$ cat src/design/sms_pkg.sv
package sms_pkg;

  localparam int unsigned SAMPLE_W   = 16;
  localparam int unsigned CNT_W      = 17;
  localparam int unsigned SUM_W      = 33;
  localparam int unsigned SQSUM_W    = 47;
  localparam int unsigned RES_W      = 24;
  localparam int unsigned DIV_NUM_W  = 63;
  localparam int unsigned SQRT_IN_W  = 48;
  localparam int unsigned SQRT_REM_W = 26;
  localparam int unsigned STEP_W     = 6;

  localparam int unsigned MAX_SAMPLES = 65536;

  localparam logic [STEP_W-1:0] DIV_M_LAST = STEP_W'(40 - 1);
  localparam logic [STEP_W-1:0] DIV_S_LAST = STEP_W'(DIV_NUM_W - 1);
  localparam logic [STEP_W-1:0] SQRT_LAST  = STEP_W'(SQRT_IN_W / 2 - 1);

  typedef enum logic [3:0] {
    ST_ACC,
    ST_LOAD_M,
    ST_DIV_M,
    ST_FIX_M,
    ST_DIV_S,
    ST_MUL,
    ST_SUB,
    ST_SQRT,
    ST_DONE
  } state_e;

  typedef struct packed {
    logic acc_en;
    logic load_mean;
    logic div_step;
    logic fix_mean;
    logic mul;
    logic sub;
    logic sqrt_step;
    logic out_load;
  } cmd_t;

  typedef struct packed {
    logic out_free;
  } sts_t;

endpackage

$ cat src/design/sample_mean_and_std.sv
// Population mean and standard deviation of a set of signed 16-bit samples.
// Input channel: sample_i / last_i with in_valid_i, in_stall_o. A request is
// taken on a rising edge with valid high and stall low. last_i closes a set.
// Output channel: mean_q8_o, std_q8_o (both 8 fraction bits), sample_count_o
// and overflow_flag_o with out_valid_o, out_stall_i; one result per set.
// Throughput: one sample per cycle while a set is open. The closing request
// stalls the input while a bit-serial divider makes 40 mean bits
// and 63 mean-square bits, one multiply and subtract, then a 24-step root.
// The result is registered after the root, once the output register is free.
// Samples beyond 65536 in a set are dropped and reported in overflow_flag_o.
// A waiting result does not hold up the next set; only if a second set
// finishes while the first result is still stalled does the block wait, with
// in_stall_o high, until the output register is free.
// Reset clears the accumulators and output valid; the block then takes samples.
module sample_mean_and_std
  import sms_pkg::*;
(
  input  logic                       clk_i,
  input  logic                       rst_ni,
  input  logic                       in_valid_i,
  output logic                       in_stall_o,
  input  logic signed [SAMPLE_W-1:0] sample_i,
  input  logic                       last_i,
  output logic                       out_valid_o,
  input  logic                       out_stall_i,
  output logic signed [RES_W-1:0]    mean_q8_o,
  output logic [RES_W-1:0]           std_q8_o,
  output logic [CNT_W-1:0]           sample_count_o,
  output logic                       overflow_flag_o
);

  cmd_t cmd;
  sts_t sts;

  sms_ctrl u_ctrl (
    .clk_i      (clk_i),
    .rst_ni     (rst_ni),
    .in_valid_i (in_valid_i),
    .last_i     (last_i),
    .sts_i      (sts),
    .cmd_o      (cmd),
    .in_stall_o (in_stall_o)
  );

  sms_datapath u_datapath (
    .clk_i           (clk_i),
    .rst_ni          (rst_ni),
    .cmd_i           (cmd),
    .sts_o           (sts),
    .sample_i        (sample_i),
    .out_valid_o     (out_valid_o),
    .out_stall_i     (out_stall_i),
    .mean_q8_o       (mean_q8_o),
    .std_q8_o        (std_q8_o),
    .sample_count_o  (sample_count_o),
    .overflow_flag_o (overflow_flag_o)
  );

endmodule

$ cat src/design/sms_ctrl.sv
module sms_ctrl
  import sms_pkg::*;
(
  input  logic clk_i,
  input  logic rst_ni,
  input  logic in_valid_i,
  input  logic last_i,
  input  sts_t sts_i,
  output cmd_t cmd_o,
  output logic in_stall_o
);

  state_e              state_q, state_d;
  logic [STEP_W-1:0]   step_q, step_d;

  always_ff @(posedge clk_i or negedge rst_ni) begin
    if (!rst_ni) begin
      state_q <= ST_ACC;
      step_q  <= '0;
    end else begin
      state_q <= state_d;
      step_q  <= step_d;
    end
  end

  always_comb begin
    state_d = state_q;
    step_d  = step_q;
    cmd_o   = '0;
    unique case (state_q)
      ST_ACC: begin
        cmd_o.acc_en = in_valid_i;
        if (in_valid_i && last_i) begin
          state_d = ST_LOAD_M;
        end
      end
      ST_LOAD_M: begin
        cmd_o.load_mean = 1'b1;
        step_d          = DIV_M_LAST;
        state_d         = ST_DIV_M;
      end
      ST_DIV_M: begin
        cmd_o.div_step = 1'b1;
        if (step_q == '0) begin
          state_d = ST_FIX_M;
        end else begin
          step_d = step_q - 1'b1;
        end
      end
      ST_FIX_M: begin
        cmd_o.fix_mean = 1'b1;
        step_d         = DIV_S_LAST;
        state_d        = ST_DIV_S;
      end
      ST_DIV_S: begin
        cmd_o.div_step = 1'b1;
        if (step_q == '0) begin
          state_d = ST_MUL;
        end else begin
          step_d = step_q - 1'b1;
        end
      end
      ST_MUL: begin
        cmd_o.mul = 1'b1;
        state_d   = ST_SUB;
      end
      ST_SUB: begin
        cmd_o.sub = 1'b1;
        step_d    = SQRT_LAST;
        state_d   = ST_SQRT;
      end
      ST_SQRT: begin
        cmd_o.sqrt_step = 1'b1;
        if (step_q == '0) begin
          state_d = ST_DONE;
        end else begin
          step_d = step_q - 1'b1;
        end
      end
      ST_DONE: begin
        if (sts_i.out_free) begin
          cmd_o.out_load = 1'b1;
          state_d        = ST_ACC;
        end
      end
      default: begin
        state_d = ST_ACC;
      end
    endcase
  end

  assign in_stall_o = (state_q != ST_ACC);

endmodule

$ cat src/design/sms_datapath.sv
module sms_datapath
  import sms_pkg::*;
(
  input  logic                       clk_i,
  input  logic                       rst_ni,
  input  cmd_t                       cmd_i,
  output sts_t                       sts_o,
  input  logic signed [SAMPLE_W-1:0] sample_i,
  output logic                       out_valid_o,
  input  logic                       out_stall_i,
  output logic signed [RES_W-1:0]    mean_q8_o,
  output logic [RES_W-1:0]           std_q8_o,
  output logic [CNT_W-1:0]           sample_count_o,
  output logic                       overflow_flag_o
);

  // accumulators
  logic signed [SUM_W-1:0]   sum_q;
  logic [SQSUM_W-1:0]        sqsum_q;
  logic [CNT_W-1:0]          cnt_q;
  logic                      drop_q;
  logic signed [2*SAMPLE_W-1:0] square;
  logic                      room;

  assign square = sample_i * sample_i;
  assign room   = (cnt_q < CNT_W'(MAX_SAMPLES));

  always_ff @(posedge clk_i or negedge rst_ni) begin
    if (!rst_ni) begin
      sum_q   <= '0;
      sqsum_q <= '0;
      cnt_q   <= '0;
      drop_q  <= 1'b0;
    end else if (cmd_i.out_load) begin
      sum_q   <= '0;
      sqsum_q <= '0;
      cnt_q   <= '0;
      drop_q  <= 1'b0;
    end else if (cmd_i.acc_en) begin
      if (room) begin
        sum_q   <= sum_q + SUM_W'(sample_i);
        sqsum_q <= sqsum_q + SQSUM_W'($unsigned(square));
        cnt_q   <= cnt_q + 1'b1;
      end else begin
        drop_q  <= 1'b1;
      end
    end
  end

  // restoring divider, one quotient bit per cycle; quotient shifts in at the bottom
  logic [DIV_NUM_W-1:0] num_q;
  logic [CNT_W-1:0]     rem_q;
  logic [CNT_W:0]       trial;
  logic [CNT_W:0]       trial_diff;
  logic                 div_ge;
  logic                 neg_q;
  logic [SUM_W-1:0]     sum_neg;
  logic [SUM_W-2:0]     sum_mag;

  assign trial      = {rem_q, num_q[DIV_NUM_W-1]};
  assign div_ge     = (trial >= {1'b0, cnt_q});
  assign trial_diff = trial - {1'b0, cnt_q};
  assign sum_neg    = -sum_q;
  assign sum_mag    = sum_q[SUM_W-1] ? sum_neg[SUM_W-2:0] : sum_q[SUM_W-2:0];

  // floored signed mean from magnitude quotient and remainder
  logic [RES_W:0]       mean_mag;
  logic [RES_W:0]       mean_fix;
  assign mean_mag = {1'b0, num_q[RES_W-1:0]} + (RES_W+1)'(rem_q != '0);
  assign mean_fix = neg_q ? (RES_W+1)'(-mean_mag) : {1'b0, num_q[RES_W-1:0]};

  logic signed [RES_W-1:0]   mean_q;
  logic [SQSUM_W-1:0]        msq_q;
  logic [SQSUM_W-1:0]        quo_q;
  logic signed [2*RES_W-1:0] mean_sq;
  logic [SQSUM_W:0]          var_full;

  assign mean_sq  = mean_q * mean_q;
  assign var_full = {1'b0, quo_q} - {1'b0, msq_q};

  // integer square root, two radicand bits per cycle
  logic [SQRT_IN_W-1:0]    rad_q;
  logic [SQRT_REM_W-1:0]   srem_q;
  logic [RES_W-1:0]        root_q;
  logic [SQRT_REM_W+1:0]   srem_sh;
  logic [SQRT_REM_W+1:0]   strial;
  logic                    sqrt_ge;

  assign srem_sh = {srem_q, rad_q[SQRT_IN_W-1 -: 2]};
  assign strial  = {2'b00, root_q, 2'b01};
  assign sqrt_ge = (srem_sh >= strial);

  always_ff @(posedge clk_i) begin
    if (cmd_i.load_mean) begin
      num_q <= {sum_mag, 8'h00, (DIV_NUM_W - SUM_W + 1 - 8)'(0)};
      rem_q <= '0;
      neg_q <= sum_q[SUM_W-1];
    end else if (cmd_i.fix_mean) begin
      num_q  <= {sqsum_q, 16'h0000};
      rem_q  <= '0;
      mean_q <= mean_fix[RES_W-1:0];
    end else if (cmd_i.div_step) begin
      num_q <= {num_q[DIV_NUM_W-2:0], div_ge};
      rem_q <= div_ge ? trial_diff[CNT_W-1:0] : trial[CNT_W-1:0];
    end
    if (cmd_i.mul) begin
      quo_q <= num_q[SQSUM_W-1:0];
      msq_q <= mean_sq[SQSUM_W-1:0];
    end
    if (cmd_i.sub) begin
      rad_q  <= var_full[SQSUM_W] ? '0 : {1'b0, var_full[SQSUM_W-1:0]};
      srem_q <= '0;
      root_q <= '0;
    end else if (cmd_i.sqrt_step) begin
      rad_q  <= {rad_q[SQRT_IN_W-3:0], 2'b00};
      srem_q <= sqrt_ge ? SQRT_REM_W'(srem_sh - strial) : srem_sh[SQRT_REM_W-1:0];
      root_q <= {root_q[RES_W-2:0], sqrt_ge};
    end
  end

  // result register
  always_ff @(posedge clk_i or negedge rst_ni) begin
    if (!rst_ni) begin
      out_valid_o <= 1'b0;
    end else if (cmd_i.out_load) begin
      out_valid_o <= 1'b1;
    end else if (!out_stall_i) begin
      out_valid_o <= 1'b0;
    end
  end

  always_ff @(posedge clk_i) begin
    if (cmd_i.out_load) begin
      mean_q8_o       <= mean_q;
      std_q8_o        <= root_q;
      sample_count_o  <= cnt_q;
      overflow_flag_o <= drop_q;
    end
  end

  assign sts_o.out_free = !out_valid_o || !out_stall_i;

endmodule

$ cat config.mk
export PLATFORM = sky130hd
export DESIGN_NAME = sample_mean_and_std
export DESIGN_NICKNAME = d
export VERILOG_FILES = /design/src/design/sms_pkg.sv /design/src/design/sample_mean_and_std.sv /design/src/design/sms_ctrl.sv /design/src/design/sms_datapath.sv
export SDC_FILE = /design/constraint.sdc
export NUM_CORES = 2
export LEC_CHECK = 0
export BUFFER_PORTS_ARGS = -buffer_cell sky130_fd_sc_hd__buf_2
export CAP_MARGIN = 5
export CORE_MARGIN = 2
export CORE_UTILIZATION = 40
export CTS_BUF_LIST = sky130_fd_sc_hd__clkbuf_8
export DETAILED_ROUTE_END_ITERATION = 12
export PLACE_DENSITY = 0.53
export SKIP_CTS_REPAIR_TIMING = 1
export SLEW_MARGIN = 30
export SYNTH_ARGS = -nofsm -noshare
export SYNTH_HDL_FRONTEND = slang
export SYNTH_SLANG_ARGS = --single-unit
$ cat constraint.sdc
create_clock -name clk_i -period 21.4 [get_ports clk_i]
set_input_delay 3.21 -clock clk_i [delete_from_list [all_inputs] [get_ports clk_i]]
set_output_delay 3.21 -clock clk_i [all_outputs]
set_load 0.03 [all_outputs]
==> impl_metrics.yaml <==
logic_synthesis:
  synth_nets: 6784
  synth_edf_count: 264
  ys_seq_area_frac: 0.234
  synthArstFlopShare: 0.231
  yosysWarnings: 0
  synth_cells: 5564
  yosysUniqueCellTypes: 97
  synth-main-ff-cell: "edfxtp_1"
  synth_area_um2: 54000
  ys_ff_latch: 471
  syn_avg_cell_area_um2: 9.71
cts:
  clk_latency_ps: 740
  h-tree-depth: 3
  cts_sinks: 471
  cts_root_buf: "clkbuf_8"
  cts_tree: "built"
  clk_pin_slew_ps: 60
  cts_buffer_depth: 3
  cts-buffers-inserted: 89
timing:
  tns_ps: 0
  layout_min_cycle_time_ps: 11570
  finClkSkew_ps: 37.4
  relSlewSlack: 0.397
  setup_viol: 0
  clock.fmax_mhz: 86.5
  period_share: 0.540
  rsz0062_at_grt: "no"
  tightest_slew_ps: 904
  maxSlewViolCount: 0
  hold_viol: 0
finish:
  drive_gt1_frac: 0.0559
  fill_cells: 13277
  multiInputGateArea_um2: 36600
  seq_area_um2: 12600
  layout-area-overhead-vs-synth_pct: 7.83
  fin_nets: 6833
run:
  cap_violations: 0
critical_path:
  cp_data_required_time_ps: 22060
  endpoint_kind: "register"
  r2r-start: "u_datapath.mean_q[2]$_DFFE_PP_"
  reg2reg_slack_ps: 12740
  reg2reg_depth: 24
  cp_max_fo: 38
  crit_slowest_cell: "buf_2"
  crit_arrival_ps: 12230
  path_class: "in -> reg"
  crit_family: "adder cells"
  cp_num_buf_inv: 6
  worstReg2RegEnd: "u_datapath.msq_q[46]$_DFFE_PP_"
  cp_common_cell: "fa_1"
  critPathMaxStageDelay_ps: 610
  worstSetupStartpointType: "primary input"
die:
  die_width_um: 371
  initial_core_util: 0.404
  die_area_um2: 138000
  dieHeight_um: 371
  ios: 89
  rows: 134
  core_um2: 134000
worst_hold_path:
  hold_class: "reg -> reg"
  min_to: "u_datapath.overflow_flag_o$_DFFE_PP_"
  min_from: "u_datapath.drop_q$_DFFE_PN0P_"
  hold_depth: 0
grt:
  grt_first_pass_wirelength_um: 215000
  overflow: 0
  antenna_found_initial: 4
  grt_max_degree: 89
  grt_pass1_vias: 39770
  grtUsageTotal: 0.195
routing:
  wl_per_cell_um: 17.6
  via_per_inst: 5.09
  drc: 0
  vias: 37953
  drtAntennaViolNets: 0
  drt_first_pass_iters: 6
  totalWireLength_um: 131000
  drtIter0Drc: 2016
placed_design:
  dp_hpwl_um: 102000
  gp_congestion: 0.839
  io_buffers: 88
status:
  status: "finished, final reports clean"
-- state kept, by name, summed over array words and instances, names as in the netlist, 26 cells and up --
signal / cells
u_datapath.srem_q: 26
u_datapath.rad_q: 48
u_datapath.sum_q: 33
u_datapath.quo_q: 47
u_datapath.num_q: 63
u_datapath.msq_q: 46
u_datapath.sqsum_q: 47
-- kinds of logic after synthesis --
kind of cell / share of synthesized area
AO/OA/AOI/OAI: 0.122
multiplexers: 0.00656
buffers and inverters: 0.0897
AND/OR/NAND/NOR: 0.114
XOR/XNOR: 0.0465
adder cells (fa/ha/maj): 0.387
flip-flops: 0.234
-- cells in the mapped netlist, drive strengths merged (28+ instances only) --
| master | n | area [um^2] |
|---|---|---|
| edfxtp | 264 | 7930 |
| a211oi | 28 | 228 |
| nor2b | 43 | 269 |
| a21o | 107 | 803 |
| o21a | 39 | 293 |
| dfrtp | 109 | 2730 |
| inv | 1104 | 4140 |
| nor2 | 219 | 822 |
| clkbuf | 156 | 586 |
| a21oi | 232 | 1170 |
| o31ai | 29 | 228 |
| nand4 | 29 | 181 |
| nand2b | 47 | 302 |
| xnor2 | 170 | 1490 |
| and2 | 185 | 1160 |
| mux2i | 32 | 320 |
| nor3 | 57 | 297 |
| a31oi | 32 | 200 |
| o21ai | 312 | 1570 |
| ha | 411 | 5140 |
| fa | 788 | 15800 |
| dfxtp | 98 | 1960 |
| xor2 | 117 | 1020 |
| a22o | 54 | 473 |
| nand3 | 98 | 490 |
| nand2 | 459 | 1720 |
-- routing by layer --
metal	wire length [um]	track usage	vias to the layer above
met1	61200	0.273	19002
met5	0	0	-
met3	4400	0.0193	127
met4	2520	0.0474	0
li1	-	-	18231
met2	62800	0.326	593
-- stage by stage --
stage                     cell area, um^2   util  hold WS (ps)  cells  setup WS [ps]
after floorplan                     54000      -           408   5564          10360
after global placement              56400  0.421           435   7290           9100
after detailed placement            56400  0.421           438   7290           9100
after CTS                           58200  0.435           448   7457           9910
after global routing                58200  0.435           461   7458           9220
final                               58200  0.435           450   7458           9830
-- worst max path at each step --
stage,startpoint,to,slack [ps],cells past startpoint
2_1_floorplan,sample_i[15],u_datapath.sqsum_q[44]$_DFFE_PN0P_,10360,33
3_3_place_gp,sample_i[15],u_datapath.sqsum_q[44]$_DFFE_PN0P_,9100,32
3_5_place_dp,sample_i[15],u_datapath.sqsum_q[46]$_DFFE_PN0P_,9100,31
4_1_cts,sample_i[15],u_datapath.sqsum_q[46]$_DFFE_PN0P_,9910,31
5_1_grt,sample_i[15],u_datapath.sqsum_q[46]$_DFFE_PN0P_,9220,32
6_report,sample_i[15],u_datapath.sqsum_q[46]$_DFFE_PN0P_,9830,32
-- cells in the final DEF, fill, tap and decap left out, drive strengths merged, types with 14 or more instances in the layout --
master	count
or3	27
o21a	39
and2	185
buf	137
a31oi	32
xnor2	170
dfrtp	109
mux2i	32
ha	411
a22o	54
or4	14
clkinv	24
edfxtp	264
a22oi	15
a21o	107
nand2	459
dfxtp	98
nor2b	43
inv	1139
and3	25
nor3	57
clkbuf	104
a211oi	28
nor2	219
a222oi	14
o21bai	27
nand4	29
nand3	98
a21oi	232
o21ai	312
xor2	117
or2	19
nand2b	47
fa	788
o31ai	29
-- area by class of cell --
| cell class | count | area share |
|---|---|---|
| clock buffers | 104 | 0.0246 |
| multi-input cells | 3808 | 0.628 |
| inverters | 1106 | 0.0714 |
| repair buffers | 137 | 0.0141 |
| flip-flops and latches | 471 | 0.217 |
| clock inverters | 63 | 0.00703 |
| well taps | 1768 | 0.0380 |
| diodes | 1 | 0.0000430 |
-- worst register-to-register path, cell delays in order (launching register included) --
cell      delay (ps)
edfxtp_1         710
buf_4            380
and2_1           220
fa_1             530
inv_1             50
fa_1             520
inv_1             50
fa_1             530
inv_1             60
fa_1             500
fa_1             550
inv_1             50
fa_1             500
fa_1             420
ha_1             350
nand2_1          110
nor2_1           210
nand3_1          100
o31ai_1          670
o32ai_1          400
o211ai_1         410
a21oi_1          190
o31a_1           340
o41ai_1          390
xnor2_1          150
Power is not shown: default switching activity piles up to over one toggle a cycle in this logic, so the estimate is an artifact.
